## src/cacf_pkg.sv

```systemverilog
// Package for the two-dimensional cell-averaging CFAR pixel detector.
// Holds the shared widths, register codes, reset values and the pipeline struct.
// No dependencies; every other file but the checker imports it.
package cacf_pkg;

  localparam int WIDTH_MAX_DEF  = 2048;
  localparam int HEIGHT_MAX_DEF = 4096;
  localparam int HALF_MAX_DEF   = 15;

  localparam int PIX_W       = 8;
  localparam int Q_FRAC      = 12;
  localparam int IMG_W_W     = 12;
  localparam int IMG_H_W     = 13;
  localparam int HALF_W      = 4;
  localparam int TS_W        = 16;
  localparam int OUT_ROW_W   = 12;
  localparam int OUT_COL_W   = 11;
  localparam int OUT_DATA_W  = 1 + OUT_ROW_W + OUT_COL_W;
  localparam int CFG_IDX_W   = 3;
  localparam int CFG_DATA_W  = 16;

  localparam logic [PIX_W-1:0]   PIXEL_FLOOR = 8'd100;
  localparam logic [IMG_W_W-1:0] RST_WIDTH   = 12'd640;
  localparam logic [IMG_H_W-1:0] RST_HEIGHT  = 13'd480;
  localparam logic [HALF_W-1:0]  RST_BG_HALF = 4'd5;
  localparam logic [HALF_W-1:0]  RST_GD_HALF = 4'd1;
  localparam logic [TS_W-1:0]    RST_THRESH  = 16'd3686;

  typedef enum logic [CFG_IDX_W-1:0] {
    REG_WIDTH      = 3'd0,
    REG_HEIGHT     = 3'd1,
    REG_BG_HALF    = 3'd2,
    REG_GUARD_HALF = 3'd3,
    REG_THRESH     = 3'd4
  } cfg_reg_t;

  // Bookkeeping that travels with every window step down the pipeline.
  typedef struct packed {
    logic                 virt;
    logic                 rstart;
    logic                 emit;
    logic                 last;
    logic [OUT_ROW_W-1:0] row;
    logic [OUT_COL_W-1:0] col;
  } step_t;

endpackage

```

## src/cacf_window.sv

```systemverilog
// Horizontal running sums for the CFAR detector.
// Keeps delay lines of column sums and centre pixels along the row and
// slides the background and guard window sums. Depends on cacf_pkg.
module cacf_window #(
  parameter int HALF_MAX = cacf_pkg::HALF_MAX_DEF,
  localparam int RING   = 2 * HALF_MAX + 1,
  localparam int RING_W = $clog2(RING),
  localparam int HW     = $clog2(HALF_MAX + 1),
  localparam int CS_W   = $clog2(RING * 255 + 1),
  localparam int WS_W   = $clog2(RING * RING * 255 + 1)
) (
  input  logic              clk,
  input  logic              rst_n,
  input  logic              adv,
  input  logic [HW-1:0]     eff_b,
  input  logic [HW-1:0]     guard_h,
  input  logic              guard_ok,
  input  logic              s4_valid,
  input  cacf_pkg::step_t   s4_step,
  input  logic [CS_W-1:0]   s4_cs,
  input  logic [CS_W-1:0]   s4_gs,
  input  logic [7:0]        s4_ctr,
  output logic              s5_valid_r,
  output cacf_pkg::step_t   s5_step_r,
  output logic [WS_W-1:0]   ws_r,
  output logic [WS_W-1:0]   gws_r,
  output logic [7:0]        p_r
);
  import cacf_pkg::*;

  logic [CS_W-1:0]  cs_line_r [RING];
  logic [CS_W-1:0]  gs_line_r [RING];
  logic [PIX_W-1:0] px_line_r [HALF_MAX + 1];
  logic [CS_W-1:0]  cs_line_nxt [RING];
  logic [CS_W-1:0]  gs_line_nxt [RING];
  logic [PIX_W-1:0] px_line_nxt [HALF_MAX + 1];
  logic [WS_W-1:0]  ws_nxt, gws_nxt;
  logic [PIX_W-1:0] p_nxt;
  logic [RING_W-1:0] i_bg, i_gadd, i_gsub;
  logic              upd;

  assign upd    = adv && s4_valid;
  assign i_bg   = RING_W'({eff_b, 1'b0});
  assign i_gadd = guard_ok ? RING_W'(eff_b) - RING_W'(guard_h) - 1'b1 : '0;
  assign i_gsub = guard_ok ? RING_W'(eff_b) + RING_W'(guard_h) : '0;

  // A row start drops everything left of column zero, which reads as zero.
  always_comb begin
    cs_line_nxt[0] = s4_cs;
    gs_line_nxt[0] = s4_gs;
    for (int k = 1; k < RING; k++) begin
      cs_line_nxt[k] = s4_step.rstart ? '0 : cs_line_r[k - 1];
      gs_line_nxt[k] = s4_step.rstart ? '0 : gs_line_r[k - 1];
    end
    px_line_nxt[0] = s4_ctr;
    for (int k = 1; k <= HALF_MAX; k++) begin
      px_line_nxt[k] = s4_step.rstart ? '0 : px_line_r[k - 1];
    end
    if (s4_step.rstart) begin
      ws_nxt  = WS_W'(s4_cs);
      gws_nxt = '0;
    end else begin
      ws_nxt  = ws_r + WS_W'(s4_cs) - WS_W'(cs_line_r[i_bg]);
      gws_nxt = gws_r + WS_W'(gs_line_r[i_gadd]) - WS_W'(gs_line_r[i_gsub]);
    end
    p_nxt = (eff_b == '0) ? s4_ctr : px_line_nxt[eff_b];
  end

  always_ff @(posedge clk) begin
    if (!rst_n) begin
      s5_valid_r <= 1'b0;
    end else if (adv) begin
      s5_valid_r <= s4_valid;
    end
  end

  always_ff @(posedge clk) begin
    if (upd) begin
      cs_line_r <= cs_line_nxt;
      gs_line_r <= gs_line_nxt;
      px_line_r <= px_line_nxt;
      ws_r      <= ws_nxt;
      gws_r     <= gws_nxt;
      p_r       <= p_nxt;
    end
    if (adv) begin
      s5_step_r <= s4_step;
    end
  end

endmodule

```

## config.mk

```make
export PLATFORM = sky130hd
export DESIGN_NAME = cacf_window
export DESIGN_NICKNAME = d
export VERILOG_FILES = /design/src/cacf_pkg.sv /design/src/cacf_window.sv
export SDC_FILE = /design/constraint.sdc
export NUM_CORES = 2
export LEC_CHECK = 0
export ABC_CLOCK_PERIOD_IN_PS = 24500
export BUFFER_PORTS_ARGS = -buffer_cell sky130_fd_sc_hd__buf_2
export CAP_MARGIN = 20
export CORE_MARGIN = 2
export CORE_UTILIZATION = 57
export CTS_CLUSTER_DIAMETER = 150
export DETAILED_ROUTE_END_ITERATION = 8
export PLACE_DENSITY = 0.77
export SYNTH_ARGS = -nofsm -noshare
export SYNTH_HDL_FRONTEND = slang
export SYNTH_SLANG_ARGS = --single-unit
```

## constraint.sdc

```tcl
create_clock -name clk -period 24.5 [get_ports clk]
set_input_delay 1.225 -clock clk [delete_from_list [all_inputs] [get_ports clk]]
set_output_delay 1.225 -clock clk [all_outputs]
set_load 0.005 [all_outputs]
```

==> flow_summary_export.csv <==
group,metric,value,unit
layout,nNetsFinal,3723,
clocking,clock-sinks,998,
clocking,numCtsBuffers,101,
layout,diodes,0,
critical_path,rr_endpoint,"gws_r[17]",
timing,period_needed,8.06,ns
routing,wl,115000,µm
timing,rsz0062_at_grt,"no",
critical_path,cp.arrival,8.44,ns
power_and_ir_drop,internal_power,3.20,mW
routing,viasPerCell,6.32,
floorplanning,die_area,87600,µm²
timing,slew_viol_final,0,
synth,yosysMostFrequentCell,"edfxtp_1",
floorplanning,row_count,107,
run_status,status,"completed",
power_and_ir_drop,sw_frac_of_total,28.1,%
critical_path,max_stage_delay,1.38,ns
clocking,cts_hold_buf,0,
global_route,grt_use_total,26.2,%
power_and_ir_drop,ir_worst_vdd,68.5,µV
critical_path,cp_num_cells,19,
synth,syn_nets,3681,
power_and_ir_drop,pwr-share-seq,46.1,%
timing,relSlewSlack,16.3,%
clocking,clock_latency,0.71,ns
clocking,cts-root-buf,"clkbuf_16",
timing,fin_tns_setup,0,ns
global_route,grt_pass1_wl,176000,µm
critical_path,worstSetupPathType,"primary input to register",
floorplanning,boundaryPins,146,
routing,ant_nets,0,
synth,async_flop_share,0,%
placement,hpwl,67700,µm
run,drv_cap,0,
critical_path,endpoint,"gws_r[17]",
global_route,grt_remaining_overflow,0,
synth,synth.area.top_cells,"edfxtp_1, nor2b_1, mux4_2",
critical_path,required,24.88,ns
clocking,htree_levels,3,
timing,worst_pin_slew,1.25,ns
layout,syn2layout_area_growth,9.96,%
power_and_ir_drop,total_power,4.46,mW
synth,synth_top_area_share,61.6,%
critical_path,reg2reg_setup_slack,19.86,ns
routing,num_vias,30300,
synth,yosysSeqAreaShare,61.6,%
routing,drtPass1Iterations,6,
synth,syn_area,48600,µm²
routing,drc,0,
placement,gp_congestion,0.907,
synth,synth_ff_type,"edfxtp_1",
layout,drive_gt1_share,15.1,%
critical_path,worst_setup_path_startpoint,"eff_b[0]",
critical_path,critical_path.cell_chain,"buf_6, ha_1, inv_1, fa_4, buf_4, nand2_1, nand2_1, a221oi_1, or4_1, o21ai_0, nor4_1, fa_1, ha_1, o21ai_0, o211ai_1, or3b_2, or3_1, a21oi_1, nor3_1",
floorplanning,coreArea,84900,µm²
global_route,antenna_found_initial,4,
synth,syn_inst,3535,
clocking,cts_resized,0,
clocking,post_cts_buffers,0,
placement,io_buffers,145,
synth,synth_top_cells_by_count,"edfxtp_1, nor2b_1, nand2_1",
critical_path,crit_family,"adder cells",
timing,setup_viol,0,
critical_path,critPathLaunchType,"primary input",
clocking,clk_pin_slew,0.06,ns
power_and_ir_drop,switching_power,1.25,mW
critical_path,crit_slowest_cell,"fa_4",
synth,ys_seq_elements,998,
power_and_ir_drop,powerDensity,83.4,nW/µm²
synth,synth_edf_count,997,
synth,yosys.area.top_type,"edfxtp_1",
synth,ys_types,72,
synth,yosys_warnings,0,
worst_hold_path,min_path_type,"register to register",
critical_path,critPathMaxFanout,69,
floorplanning,die_width,296,µm
timing,fmax,124,MHz
timing,finalCritPeriodShare,32.9,%
routing,drtIter0Drc,3763,
critical_path,r2r-start,"gs_line_r[119]",
critical_path,r2r_cells,12,
timing,hold_violations,0,
power_and_ir_drop,p_leak,18.4,nW
clocking,cts_buffer_depth,3,
clocking,cts_tree,"done",
routing,wl_per_cell,23.9,µm
critical_path,path_buf_inv,3,
floorplanning,die_h,296,µm
floorplanning,start_util,57.3,%
global_route,grt_max_degree,235,
global_route,grt_pass1_vias,29600,
power_and_ir_drop,clockPowerShare,34.1,%
critical_path,cp-end-kind,"register",
power_and_ir_drop,pwr-share-comb,19.8,%
synth,avgSynthCellArea,13.8,µm²
timing,finClkSkew,0.0535,ns
[registers in the layout (all words and copies together) (netlist names)]
name,flops
gws_r,18
cs_line_r,403
s5_step_r,27
ws_r,18
px_line_r,120
s5_valid_r,1
gs_line_r,403
p_r,8
[how the worst min path moves through the flow]
stage | from | to | cells past startpoint | slack (ns)
finish | cs_line_r[275] | cs_line_r[262] | 1 | 0.53
global route | cs_line_r[14] | cs_line_r[1] | 1 | 0.54
CTS | cs_line_r[152] | cs_line_r[139] | 1 | 0.53
detailed placement | cs_line_r[352] | cs_line_r[339] | 1 | 0.52
global placement | cs_line_r[95] | cs_line_r[82] | 1 | 0.51
floorplan | px_line_r[125] | px_line_r[117] | 2 | 0.50
[per-stage QoR]
step | util [%] | setup WS, ns | cells | hold WS, ns | instance area (µm²)
after global routing | 63.0 | 16.05 | 4793 | 0.544 | 53400
after detailed placement | 59.1 | 15.90 | 4617 | 0.521 | 50200
after floorplan | - | 10.89 | 3535 | 0.500 | 48600
final | 63.0 | 16.44 | 4793 | 0.527 | 53400
after global placement | 59.1 | 16.05 | 4616 | 0.512 | 50200
after CTS | 62.9 | 16.57 | 4792 | 0.532 | 53400
[metal layers]
layer	vias up	routed length, µm	GRT usage [%]
li1	13300	-	-
met1	15200	47900	38.4
met2	1539	52500	39.6
met3	263	10600	4.99
met4	6	3650	9.03
met5	-	42	0
[cell usage in the layout (no fill, tap or decap), drive strengths merged, types with 44 or more instances in the layout]
master | Yosys | routed
clkinv | 0 | 44
buf | 95 | 198
o21ai | 74 | 74
ha | 44 | 44
edfxtp | 997 | 997
nor2b | 919 | 919
inv | 97 | 99
clkbuf | 164 | 117
mux2i | 73 | 73
mux4 | 156 | 156
a21oi | 78 | 78
nor2 | 69 | 69
a221oi | 103 | 103
nand2 | 196 | 196
[logic make-up after synthesis]
family,Yosys count,share of synthesized area [%]
xor gates and xnor gates,25,0.489
muxes,251,9.24
adders and majority gates,72,2.29
DFF,998,61.6
AOI/OAI and AO/OA,525,7.86
buffers and inverters,356,3.00
and+or+nand+nor,1308,15.5
[power by group through the flow]
stage | Clock (mW) | Combinational [mW] | Sequential [mW]
3_3_place_gp | 0 | 0.837 | 2.08
5_1_grt | 1.60 | 0.954 | 2.06
2_1_floorplan | 0 | 0.631 | 2.09
3_5_place_dp | 0 | 0.859 | 2.08
4_1_cts | 1.54 | 0.866 | 2.05
6_report | 1.52 | 0.881 | 2.05
[layout make-up]
cell class	count	area [µm²]
sequential	998	30000
multi-input combinational	2181	17300
inverter	97	364
clock buffer	117	2590
tap	1144	1430
clock inverter	58	629
fill	6220	31400
timing repair buffer	198	1200
(Power assumes the default switching activity.)
