**config.mk**
```make
export PLATFORM = sky130hd
export DESIGN_NAME = cacf_ctrl
export DESIGN_NICKNAME = d
export VERILOG_FILES = /design/src/cacf_pkg.sv /design/src/cacf_ctrl.sv
export SDC_FILE = /design/constraint.sdc
export NUM_CORES = 1
export LEC_CHECK = 0
export ABC_AREA = 1
export BUFFER_PORTS_ARGS = -buffer_cell sky130_fd_sc_hd__buf_2
export CAP_MARGIN = 25
export CORE_MARGIN = 2
export CORE_UTILIZATION = 47
export CTS_BUF_LIST = sky130_fd_sc_hd__clkbuf_4 sky130_fd_sc_hd__clkbuf_8
export CTS_CLUSTER_DIAMETER = 50
export DETAILED_ROUTE_END_ITERATION = 12
export PLACE_DENSITY = 0.7
export SLEW_MARGIN = 20
export SYNTH_ARGS = -nofsm -noshare
export SYNTH_HDL_FRONTEND = slang
export SYNTH_SLANG_ARGS = --single-unit
```
**constraint.sdc**
```tcl
create_clock -name clk -period 3.7 [get_ports clk]
set_input_delay 0.37 -clock clk [delete_from_list [all_inputs] [get_ports clk]]
set_output_delay 0.37 -clock clk [all_outputs]
set_load 0.01 [all_outputs]
```
**src/cacf_pkg.sv**
```systemverilog
// Package for the two-dimensional cell-averaging CFAR pixel detector.
// Holds the shared widths, register codes, reset values and the pipeline struct.
// No dependencies; every other file but the checker imports it.
package cacf_pkg;

  localparam int WIDTH_MAX_DEF  = 2048;
  localparam int HEIGHT_MAX_DEF = 4096;
  localparam int HALF_MAX_DEF   = 15;

  localparam int PIX_W       = 8;
  localparam int Q_FRAC      = 12;
  localparam int IMG_W_W     = 12;
  localparam int IMG_H_W     = 13;
  localparam int HALF_W      = 4;
  localparam int TS_W        = 16;
  localparam int OUT_ROW_W   = 12;
  localparam int OUT_COL_W   = 11;
  localparam int OUT_DATA_W  = 1 + OUT_ROW_W + OUT_COL_W;
  localparam int CFG_IDX_W   = 3;
  localparam int CFG_DATA_W  = 16;

  localparam logic [PIX_W-1:0]   PIXEL_FLOOR = 8'd100;
  localparam logic [IMG_W_W-1:0] RST_WIDTH   = 12'd640;
  localparam logic [IMG_H_W-1:0] RST_HEIGHT  = 13'd480;
  localparam logic [HALF_W-1:0]  RST_BG_HALF = 4'd5;
  localparam logic [HALF_W-1:0]  RST_GD_HALF = 4'd1;
  localparam logic [TS_W-1:0]    RST_THRESH  = 16'd3686;

  typedef enum logic [CFG_IDX_W-1:0] {
    REG_WIDTH      = 3'd0,
    REG_HEIGHT     = 3'd1,
    REG_BG_HALF    = 3'd2,
    REG_GUARD_HALF = 3'd3,
    REG_THRESH     = 3'd4
  } cfg_reg_t;

  // Bookkeeping that travels with every window step down the pipeline.
  typedef struct packed {
    logic                 virt;
    logic                 rstart;
    logic                 emit;
    logic                 last;
    logic [OUT_ROW_W-1:0] row;
    logic [OUT_COL_W-1:0] col;
  } step_t;

endpackage

```
**src/cacf_ctrl.sv**
```systemverilog
// Stream position tracking and window step issue for the CFAR detector.
// Counts rows and columns, inserts the trailing steps at each row end and
// drives the line store write and read. Depends on cacf_pkg.
module cacf_ctrl #(
  parameter int WIDTH_MAX  = cacf_pkg::WIDTH_MAX_DEF,
  parameter int HEIGHT_MAX = cacf_pkg::HEIGHT_MAX_DEF,
  parameter int HALF_MAX   = cacf_pkg::HALF_MAX_DEF,
  localparam int RING   = 2 * HALF_MAX + 1,
  localparam int RING_W = $clog2(RING),
  localparam int HW     = $clog2(HALF_MAX + 1),
  localparam int AW     = $clog2(WIDTH_MAX),
  localparam int CW     = $clog2(WIDTH_MAX + HALF_MAX + 1),
  localparam int RW     = $clog2(HEIGHT_MAX + HALF_MAX + 1)
) (
  input  logic                  clk,
  input  logic                  rst_n,
  input  logic                  adv,
  input  logic                  restart,
  input  logic                  in_valid,
  output logic                  in_ready,
  input  logic [7:0]            in_pixel,
  input  logic                  in_flush,
  input  logic [CW-1:0]         eff_w,
  input  logic [RW-1:0]         eff_h,
  input  logic [HW-1:0]         eff_b,
  output logic                  mem_we,
  output logic [RING_W-1:0]     mem_bank,
  output logic [AW-1:0]         mem_addr,
  output logic [7:0]            mem_wdata,
  output logic                  mem_re,
  output logic                  s1_valid_r,
  output cacf_pkg::step_t       s1_step_r,
  output logic [7:0]            s1_pix_r,
  output logic [RING_W-1:0]     s1_ring_r,
  output logic [RING_W-1:0]     s1_rlim_r
);
  import cacf_pkg::*;

  logic [RW-1:0]     row_r, row_nxt, vrow_r, vrow_nxt, srow, jr;
  logic [CW-1:0]     col_r, col_nxt, vcol_r, vcol_nxt, scol, col_eff, cc;
  logic [RING_W-1:0] ring_r, ring_nxt;
  logic [HW-1:0]     drain_r, drain_nxt;
  logic              draining, accept, step_go;
  logic [7:0]        pix_eff;
  step_t             step;

  assign draining = (drain_r != '0);
  assign in_ready = adv && !draining;
  assign accept   = in_valid && in_ready;
  assign step_go  = adv && (draining || accept);
  assign col_eff  = (col_r >= eff_w) ? '0 : col_r;
  assign pix_eff  = (in_flush || row_r >= eff_h) ? '0 : in_pixel;

  // A trailing step at a row end judges one more column with zero columns entering.
  assign srow = draining ? vrow_r : row_r;
  assign scol = draining ? vcol_r : col_eff;
  assign jr   = srow - RW'(eff_b);
  assign cc   = scol - CW'(eff_b);

  always_comb begin
    step.virt   = draining;
    step.rstart = !draining && (col_eff == '0);
    step.emit   = (srow >= RW'(eff_b)) && (jr < eff_h) && (scol >= CW'(eff_b));
    step.last   = (jr == eff_h - 1'b1) && (cc == eff_w - 1'b1);
    step.row    = OUT_ROW_W'(jr);
    step.col    = OUT_COL_W'(cc);
  end

  always_comb begin
    row_nxt   = row_r;
    col_nxt   = col_r;
    ring_nxt  = ring_r;
    drain_nxt = drain_r;
    vrow_nxt  = vrow_r;
    vcol_nxt  = vcol_r;
    if (restart) begin
      row_nxt   = '0;
      col_nxt   = '0;
      ring_nxt  = '0;
      drain_nxt = '0;
    end else if (adv && draining) begin
      drain_nxt = drain_r - 1'b1;
      vcol_nxt  = vcol_r + 1'b1;
    end else if (accept) begin
      if (col_eff == eff_w - 1'b1) begin
        col_nxt   = '0;
        drain_nxt = eff_b;
        vrow_nxt  = row_r;
        vcol_nxt  = eff_w;
        if (row_r + 1'b1 >= eff_h + RW'(eff_b)) begin
          row_nxt  = '0;
          ring_nxt = '0;
        end else begin
          row_nxt  = row_r + 1'b1;
          ring_nxt = (ring_r == RING_W'(RING - 1)) ? '0 : ring_r + 1'b1;
        end
      end else begin
        col_nxt = col_eff + 1'b1;
      end
    end
  end

  always_ff @(posedge clk) begin
    if (!rst_n) begin
      row_r      <= '0;
      col_r      <= '0;
      ring_r     <= '0;
      drain_r    <= '0;
      s1_valid_r <= 1'b0;
    end else begin
      row_r   <= row_nxt;
      col_r   <= col_nxt;
      ring_r  <= ring_nxt;
      drain_r <= drain_nxt;
      if (adv) begin
        s1_valid_r <= step_go;
      end
    end
  end

  always_ff @(posedge clk) begin
    vrow_r <= vrow_nxt;
    vcol_r <= vcol_nxt;
    if (adv) begin
      s1_step_r <= step;
      s1_pix_r  <= pix_eff;
      s1_ring_r <= ring_r;
      s1_rlim_r <= (row_r > RW'(RING - 1)) ? RING_W'(RING - 1) : RING_W'(row_r);
    end
  end

  assign mem_we    = accept;
  assign mem_bank  = ring_r;
  assign mem_addr  = col_eff[AW-1:0];
  assign mem_wdata = pix_eff;
  assign mem_re    = adv;

endmodule

```
==> impl_metrics.json, run 1 <==
{
  "hpwl_mm": 18.86,
  "r2r_slack_ns": 0.33,
  "grt_max_degree": 48,
  "cpMostUsedCell": "nand2_1",
  "clock_sinks": 105,
  "grt_pass1_wl_mm": 37.69,
  "leakagePower_nw": 5.041,
  "synthesis.nets": 1341,
  "clk_latency_ns": 0.41,
  "holdPathStages": 4,
  "yosys-top-cells-area": "edfxtp_1 (25%), nand2_1 (15%), ha_1 (11%), dfxtp_1 (8.2%), inv_1 (7.6%)",
  "initial_core_util": 0.4778,
  "crit_arrival_ns": 3.63,
  "routedWlPerCell_microns": 14.71,
  "cp_top_family": "simple AND/OR/NAND/NOR gates",
  "vias": 8444,
  "path_buf_inv": 3,
  "reg2reg_from": "col_r[11]",
  "clockRootBuffer": "clkbuf_8",
  "core_sq_mm": 0.01790,
  "detail-route-antenna-nets": 0,
  "grt_pass1_vias": 7467,
  "yosysUniqueCellTypes": 39,
  "setup_tns_ns": 0,
  "cap_violations": 0,
  "antenna_found_initial": 0,
  "synth-seq-cells": 105,
  "drive_gt1_frac": 0.1620,
  "synth_area_sq_mm": 0.008553,
  "yosysMostFrequentCell": "nand2_1",
  "fin_crit_sh": 0.9117,
  "clock_skew_ns": 0.02195,
  "crit_chain": "ha_1 -> nand2_2 -> inv_1 -> nand2_1 -> nand2_1 -> a21oi_4 -> nand2_4 -> nor2_4 -> o21ai_1 -> ha_2 -> fa_2 -> o31ai_4 -> inv_1 -> nand3_1 -> buf_4 -> o21ai_0 -> nand2_1 -> nand2_1 -> nand2_1 -> nand3_1 -> nor3_1",
  "cp_slowest_stage_delay_ns": 0.40,
  "die_x_microns": 138.9,
  "async_flop_share": 0,
  "seq_area_frac_synth": 0.3277,
  "cp.required_ns": 3.96,
  "grt_usage": 0.2415,
  "post-place-ws_ns": 0.002626,
  "crit_type": "register to register",
  "instances_no_fill": 1599,
  "crit_slowest_cell": "fa_2",
  "rr_worst_depth": 21,
  "io_pins": 116,
  "hold_violations": 0,
  "cts_tree": "built",
  "synth.avg_cell_area_sq_um": 6.999,
  "setup_viol": 0,
  "firstDrtPassIters": 5,
  "syn_inst": 1222,
  "syn2layout_area_growth_pct": 15.75,
  "synth_flop_cell": "edfxtp_1",
  "finalWirelength_mm": 23.51,
  "worstMarginPinSlew_ns": 0.8156,
  "die_height_microns": 138.9,
  "die_area_sq_mm": 0.01929,
  "viasPerCell": 5.281,
  "drtIter0Drc": 752,
  "r2r-end": "s1_step_r[23]",
  "synth.top_cell.area_share": 0.2458,
  "dp_cells": 1581,
  "holdWs_ns": 0.2697,
  "grt-ovfl-total": 0,
  "worstHoldPathType": "input port to register",
  "ys.warnings.count": 0,
  "rows": 49,
  "diodes": 0,
  "critPathMaxFanout": 5,
  "finalPower_w": 0.002442,
  "cts_max_path_buffers": 2,
  "status": "finished clean",
  "cts_buffers": 9,
  "io_buffers": 115,
  "synth_edf_count": 70,
  "nets": 1484,
  "cp-end-kind": "register",
  "drc": 0,
  "rsz0062_at_grt": "true",
  "drv_slew": 0,
  "start_kind": "register",
  "setup_slack_ns": 0.3267,
  "htree_levels": 3,
  "gp_congestion": 0.9279,
  "fin_crit_ns": 3.373,
  "holdCritStartpoint": "rst_n",
  "min_to": "s1_valid_r",
  "yosys.area.top_type": "edfxtp_1",
  "pwr_density_cell_mw_per_mm2": 246.6,
  "path_clk_slew_ns": 0.12,
  "irDropWorstVdd_v": 0.0001954,
  "max_slew_margin": 0.4529,
  "fmax_ghz": 0.2964,
  "synth_common_cells": "nand2_1 (336), inv_1 (174), nor2_1 (125)"
}
==> cell usage in the layout (no fill, tap or decap), types with 37 or more instances in the layout <==
cell type  netlist  layout
o21ai_0         57      50
xor2_1          53      53
edfxtp_1        70      70
a21oi_1         49      48
ha_1            73      72
nor2_1         125     117
inv_1          174     172
buf_2            4     115
buf_4            1      37
nand3_1        113     112
nand2_1        336     333
==> timing repair <==
item,in CTS,in global routing
endpoints found under the setup margin,0,20
endpoints found under the hold margin,0,0
hold buffers,0,0
resized for setup,0,43
setup buffers,0,2
==> logic make-up (layout without fill, tap and decap cells) <==
logic type | after synthesis | in the layout | synth area share
xor gates and xnor gates | 60 | 60 | 0.06144
and+or+nand+nor | 661 | 661 | 0.3325
AOI/OAI and AO/OA | 120 | 120 | 0.07402
buffers and inverters | 200 | 348 | 0.09055
adders and majority gates | 76 | 76 | 0.1138
DFF | 105 | 105 | 0.3277
==> per-stage QoR <==
stage | area (sq um) | util
finish | 9901 | 0.5530
global route | 9901 | 0.5530
CTS | 9773 | 0.5459
detailed placement | 9579 | 0.5351
global placement | 9579 | 0.5351
floorplan | 8553 | -
==> per-layer routing <==
layer | GRT usage | wire (microns) | share of wire | up-vias
li1 | - | - | - | 4281
met1 | 0.3684 | 11810 | 0.50 | 3840
met2 | 0.3575 | 9766 | 0.42 | 296
met3 | 0.03280 | 1515 | 0.064 | 27
met4 | 0.06752 | 424 | 0.018 | 0
met5 | 0 | 0 | 0 | -
==> cell type report <==
| type | instances | area [sq um] |
|---|---|---|
| Fill cell | 1747 | 8001 |
| Multi-Input combinational cell | 917 | 5079 |
| Sequential cell | 105 | 2813 |
| Timing Repair Buffer | 152 | 853.3 |
| Inverter | 180 | 675.6 |
| Tap cell | 229 | 286.5 |
| Clock buffer | 9 | 123.9 |
| Clock inverter | 7 | 70.07 |
==> state kept, by name (all words and copies together) (netlist names) <==
signal and count:
vrow_r 13, vcol_r 12, mem_bank 5, s1_ring_r 5, row_r 13, drain_r 4, s1_step_r 27, s1_valid_r 1
col_r 12, s1_pix_r 8, s1_rlim_r 5
==> worst min-delay path, stage by stage <==
cell and delay [ns]:
buf_2 0.09, inv_1 0.05, or2_2 0.10, inv_1 0.03
==> how the worst max path moves through the flow <==
stage                           from            end  slack (ns)  depth (start not counted)
final                      col_r[11]  s1_step_r[23]        0.33                         21
after global placement     eff_w[10]  s1_step_r[23]        0.09                         25
after global routing        col_r[9]  s1_step_r[23]       -0.06                         23
after detailed placement   eff_w[10]  s1_step_r[23]       0.003                         23
after floorplan             eff_w[7]  s1_step_r[23]        0.05                         22
after CTS                 drain_r[0]  s1_step_r[24]        0.13                         21
==> report_power, final <==
part           switching, W  internal, W
logic              0.000267     0.000149
clock network      0.000482     0.000268
registers        0.00000521      0.00127
total              0.000755      0.00169
Note: power is estimated with default switching activity, not from simulation.
==> run 2: changes to the inputs <==
--- a/config.mk
+++ b/config.mk
@@ -8,12 +8,14 @@
 export ABC_AREA = 1
 export BUFFER_PORTS_ARGS = -buffer_cell sky130_fd_sc_hd__buf_2
 export CAP_MARGIN = 25
+export CELL_PAD_IN_SITES_DETAIL_PLACEMENT = 1
+export CELL_PAD_IN_SITES_GLOBAL_PLACEMENT = 1
 export CORE_MARGIN = 2
-export CORE_UTILIZATION = 47
+export CORE_UTILIZATION = 39
 export CTS_BUF_LIST = sky130_fd_sc_hd__clkbuf_4 sky130_fd_sc_hd__clkbuf_8
 export CTS_CLUSTER_DIAMETER = 50
 export DETAILED_ROUTE_END_ITERATION = 12
-export PLACE_DENSITY = 0.7
+export PLACE_DENSITY_LB_ADDON = 0.1
 export SLEW_MARGIN = 20
 export SYNTH_ARGS = -nofsm -noshare
 export SYNTH_HDL_FRONTEND = slang
==> run 2 against run 1 <==
- critical path depth down 2
- total power is 5.7% higher
- core utilization down 7.4 points
- global-route usage up 0.22 points
- cell area grew 5.0%
- sequential cell count unchanged
- register-to-register slack got worse by 0.07 ns
- critical path type unchanged
- critical endpoint is now s1_step_r[24]
- largest power group unchanged
==> impl_metrics.json, run 2 (same netlist as run 1, synthesis figures left out) <==
{
  "detail-route-antenna-nets": 0,
  "critPathMaxFanout": 4,
  "status": "finished clean",
  "drc": 0,
  "clock_sinks": 105,
  "rows": 54,
  "grt_usage": 0.2437,
  "die_x_microns": 152.1,
  "holdWs_ns": 0.2731,
  "leakagePower_nw": 5.258,
  "grt_pass1_vias": 8840,
  "finalWirelength_mm": 28.26,
  "crit_arrival_ns": 3.67,
  "irDropWorstVdd_v": 0.0001656,
  "registers.top_by_ff_count": "s1_step_r",
  "combPwrFrac": 0.178,
  "hold_violations": 0,
  "diodes": 0,
  "cts_tree": "built",
  "cp-end-kind": "register",
  "reg.largest.list": "s1_step_r: 27 flops, row_r: 13 flops, vrow_r: 13 flops",
  "start_kind": "register",
  "drive_gt1_frac": 0.1969,
  "cts_buffers": 9,
  "holdCritStartpoint": "rst_n",
  "largest_reg_flops": 27,
  "fin_crit_sh": 0.9309,
  "nets": 1531,
  "cp.required_ns": 3.93,
  "clockRootBuffer": "clkbuf_8",
  "layout.area.seq_sq_mm": 0.002818,
  "io_pins": 116,
  "ctsHoldBuffers": 0,
  "vias": 8668,
  "routedWlPerCell_microns": 16.65,
  "fin_crit_ns": 3.444,
  "viasPerCell": 5.108,
  "grt-ovfl-total": 0,
  "crit_type": "register to register",
  "worstMarginPinSlew_ns": 0.6386,
  "gp_congestion": 0.9101,
  "multi_input_area_sq_mm": 0.005106,
  "p_clk_frac": 0.328,
  "grt_max_degree": 48,
  "n_fill_cell": 2844,
  "final_cell_mix": "nand2_1 (327), inv_1 (172), nor2_1 (117), buf_2 (115), nand3_1 (113)",
  "path_clk_slew_ns": 0.12,
  "die_area_sq_mm": 0.02313,
  "reg2reg_from": "drain_r[0]",
  "instances_no_fill": 1697,
  "drv_slew": 0,
  "die_height_microns": 152.1,
  "startpoint": "drain_r[0]",
  "firstDrtPassIters": 5,
  "cap_violations": 0,
  "core_sq_mm": 0.02169,
  "layout_commonest_cell": "nand2_1",
  "worstHoldPathType": "input port to register",
  "swShare": 0.3093,
  "io_buffers": 115,
  "initial_core_util": 0.3944,
  "clk_latency_ns": 0.41,
  "cts_max_path_buffers": 2,
  "p_int_w": 0.001782,
  "hpwl_mm": 23.54,
  "power_switching_w": 0.0007980,
  "antenna_found_initial": 0,
  "drtIter0Drc": 340,
  "htree_levels": 3,
  "syn2layout_area_growth_pct": 21.55,
  "fmax_ghz": 0.2903,
  "clock_skew_ns": 0.02305,
  "max_slew_margin": 0.5743,
  "pwr-share-seq": 0.494,
  "grt_pass1_wl_mm": 45.34,
  "dp_cells": 1677,
  "pwr_density_cell_mw_per_mm2": 248.2,
  "setup_viol": 0
}
## run 2: timing repair
item	in CTS	in global routing
gates resized for setup	2	49
pin swaps	0	13
cloned	0	0
buffers inserted	0	4
endpoints found under the setup margin	1	5
## run 2: layout make-up
type,instances,area share
clock inverters,6,0.008064
repair buffers,199,0.1184
inverters,180,0.06499
multi-input cells,917,0.4912
well taps,280,0.03370
flip-flops and latches,105,0.2710
clock buffers,10,0.01264
## run 2: worst max-delay path: stages, from the launching register on
cell	delay, ns
dfxtp_1	0.34
inv_1	0.09
ha_2	0.22
nand2_1	0.13
nor2_4	0.13
o21ai_0	0.09
ha_1	0.22
fa_2	0.37
nor2_2	0.17
nor2_2	0.06
nand2_2	0.13
inv_1	0.05
nand2_1	0.09
nand2_2	0.10
ha_1	0.31
a21oi_1	0.15
nor3_1	0.07
a211oi_1	0.18
a21oi_1	0.11
nor4_2	0.27
## run 2: power by group through the flow
stage | Combinational, W | Clock [W] | Sequential [W]
2_1_floorplan | 0.000233 | 0 | 0.00131
3_3_place_gp | 0.000439 | 0 | 0.00130
3_5_place_dp | 0.000452 | 0 | 0.00130
4_1_cts | 0.000454 | 0.000871 | 0.00128
5_1_grt | 0.000517 | 0.000905 | 0.00128
6_report | 0.000460 | 0.000846 | 0.00127
## run 2: per-stage QoR
stage / TNS, ns / power (W) / cell area, sq um / setup WS (ns) / util
3_5_place_dp: -0.09108 / 0.001754 / 10010 / -0.07891 / 0.4613
2_1_floorplan: 0 / 0.001548 / 8553 / 0.04810 / -
5_1_grt: -0.01227 / 0.002699 / 10400 / -0.01227 / 0.4793
4_1_cts: 0 / 0.002602 / 10230 / 0.02431 / 0.4715
6_report: 0 / 0.002580 / 10400 / 0.2558 / 0.4793
3_3_place_gp: -0.05325 / 0.001741 / 10010 / -0.05254 / 0.4613
## run 2: path summary, 6_finish.rpt
kind / to / slack (ns) / cells after the start
worst max-delay path: s1_step_r[24] / 0.26 / 19
worst min-delay path: s1_valid_r / 0.27 / 4
worst max register to register: s1_step_r[24] / 0.26 / 19
worst min register to register: col_r[0] / 0.50 / 2
## run 2: routing by layer
metal	share of wire	global-route usage	vias up
met4	0.017	0.06053	0
met3	0.028	0.02710	27
li1	-	-	4365
met2	0.48	0.4266	139
met5	0	0	-
met1	0.47	0.3219	4137
==> run 3: changes to the inputs <==
--- a/config.mk
+++ b/config.mk
@@ -10,7 +10,7 @@
 export CAP_MARGIN = 25
 export CELL_PAD_IN_SITES_DETAIL_PLACEMENT = 1
 export CELL_PAD_IN_SITES_GLOBAL_PLACEMENT = 1
-export CORE_MARGIN = 2
+export CORE_MARGIN = 8
 export CORE_UTILIZATION = 39
 export CTS_BUF_LIST = sky130_fd_sc_hd__clkbuf_4 sky130_fd_sc_hd__clkbuf_8
 export CTS_CLUSTER_DIAMETER = 50
==> constraint.sdc (replaced) <==
create_clock -name clk -period 3.7 [get_ports clk]
set_input_delay 0.37 -clock clk [delete_from_list [all_inputs] [get_ports clk]]
set_output_delay 0.37 -clock clk [all_outputs]
set_load 0.005 [all_outputs]
==> run 3 against run 2 <==
- clock skew grew 0.0022 ns
- total power shrank 3.7%
- largest cell class unchanged
- clock power shrank 12%
- largest power group unchanged
- critical endpoint is now s1_step_r[23]
- non-clock buffer count grew 10
- first-iteration DRC count shrank 6.2%
- sequential cell count is the same
==> impl_metrics.json, run 3 (same netlist as run 1, synthesis figures left out) <==
{
  "diodes": 0,
  "worstMarginPinSlew_ns": 0.6634,
  "final_cell_mix": "nand2_1 (321), inv_1 (172), nor2_1 (117), buf_2 (115), nand3_1 (112)",
  "cts_buffers": 9,
  "cp.required_ns": 3.95,
  "grt_usage": 0.2162,
  "grt-ovfl-total": 0,
  "cap_violations": 0,
  "clockRootBuffer": "clkbuf_8",
  "grt_max_degree": 48,
  "cp_slowest_stage_delay_ns": 0.41,
  "crit_arrival_ns": 3.82,
  "rsz0062_at_grt": "true",
  "io_pins": 116,
  "critPathMaxFanout": 5,
  "drtIter0Drc": 319,
  "r2r_slack_ns": 0.14,
  "largest_reg_flops": 27,
  "core_sq_mm": 0.02169,
  "gp_congestion": 0.8709,
  "nets": 1541,
  "setup_viol": 0,
  "final_util": 0.4860,
  "registers.top_by_ff_count": "s1_step_r",
  "grt_pass1_vias": 9081,
  "rr_worst_depth": 26,
  "viasPerCell": 5.131,
  "status": "finished clean",
  "io_buffers": 115,
  "cp-end-kind": "register",
  "drive_gt1_frac": 0.2144,
  "clock_skew_ns": 0.02525,
  "firstDrtPassIters": 5,
  "crit_type": "register to register",
  "hold_violations": 0,
  "max_slew_margin": 0.5577,
  "antenna_found_initial": 0,
  "instances_no_fill": 1707,
  "fin_crit_ns": 3.564,
  "vias": 8759,
  "die_x_microns": 164.1,
  "r2r-end": "s1_step_r[23]",
  "clk_latency_ns": 0.41,
  "drc": 0,
  "htree_levels": 3,
  "die_height_microns": 164.1,
  "grt_pass1_wl_mm": 46.29,
  "clock_sinks": 105,
  "syn2layout_area_growth_pct": 23.25,
  "layout_commonest_cell": "nand2_1",
  "pwr_density_cell_mw_per_mm2": 235.6,
  "cpMostUsedCell": "nor2_1",
  "post-place-ws_ns": -0.2207,
  "holdCritStartpoint": "rst_n",
  "reg2reg_from": "col_r[11]",
  "dp_cells": 1681,
  "detail-route-antenna-nets": 0,
  "routedWlPerCell_microns": 17.17,
  "setup_slack_ns": 0.1361,
  "finalWirelength_mm": 29.31,
  "ctsHoldBuffers": 0,
  "path_clk_slew_ns": 0.13,
  "rows": 54,
  "min_to": "s1_valid_r",
  "start_kind": "register",
  "hpwl_mm": 24.06,
  "fmax_ghz": 0.2806,
  "drv_slew": 0,
  "worstHoldPathType": "input port to register",
  "reg.largest.list": "s1_step_r: 27 flops, row_r: 13 flops, vrow_r: 13 flops",
  "initial_core_util": 0.3944,
  "cts_max_path_buffers": 2,
  "leakagePower_nw": 5.291,
  "crit_slowest_cell": "fa_2",
  "die_area_sq_mm": 0.02693,
  "irDropWorstVdd_v": 0.0001463,
  "cts_tree": "built",
  "holdWs_ns": 0.2783,
  "finalPower_w": 0.002484,
  "fin_crit_sh": 0.9632,
  "holdPathStages": 4
}
==> run 3: critical path, delay by kind of cell, from the launching register on <==
kind                       cells  cell delay (ns)
adders and majority gates      3             0.84
DFF                            1             0.39
AOI/OAI and AO/OA              2             0.24
buffers and inverters          2             0.12
and+or+nand+nor               19             1.82
==> run 3: timing repair <==
action                     in CTS  in global routing
setup buffers                   0                 10
gates cloned                    0                  0
pin swaps                       0                 26
setup endpoints to repair       2                  5
resized for setup               6                 66
==> run 3: worst max-delay path by stage <==
stage / from / to / slack [ns] / cells past startpoint
floorplan: drain_r[0] / s1_step_r[24] / 0.07 / 21
global placement: eff_w[7] / s1_step_r[23] / -0.05 / 22
detailed placement: eff_w[9] / s1_step_r[23] / -0.22 / 24
CTS: col_r[0] / s1_step_r[23] / 0.01 / 27
global route: col_r[11] / s1_step_r[23] / -0.15 / 26
finish: col_r[11] / s1_step_r[23] / 0.14 / 26
==> run 3: power breakdown <==
part           switching (W)  internal [W]
clock               0.000485      0.000263
combinational       0.000284      0.000179
sequential        0.00000539       0.00127
total               0.000774       0.00171
==> run 3: metal layers <==
metal,GRT usage,vias up,share of wire,wire length [microns]
li1,-,4382,-,-
met1,0.2770,4186,0.45,13130
met2,0.3711,159,0.49,14410
met3,0.03383,32,0.044,1301
met4,0.05744,0,0.016,476
met5,0,-,0,0
==> run 3: layout make-up <==
class / count / area (sq um)
Clock buffer: 10 / 131.4
Clock inverter: 6 / 51.30
Fill cell: 2844 / 11150
Inverter: 180 / 678.2
Multi-Input combinational cell: 917 / 5226
Sequential cell: 105 / 2823
Tap cell: 280 / 350.3
Timing Repair Buffer: 209 / 1281
==> run 3: per-stage QoR <==
stage                     setup TNS, ns  area, sq um
after detailed placement        -0.4796        10010
after global placement         -0.06562        10010
final                                 0        10540
after floorplan                       0         8553
after CTS                             0        10210
after global routing            -0.1547        10540
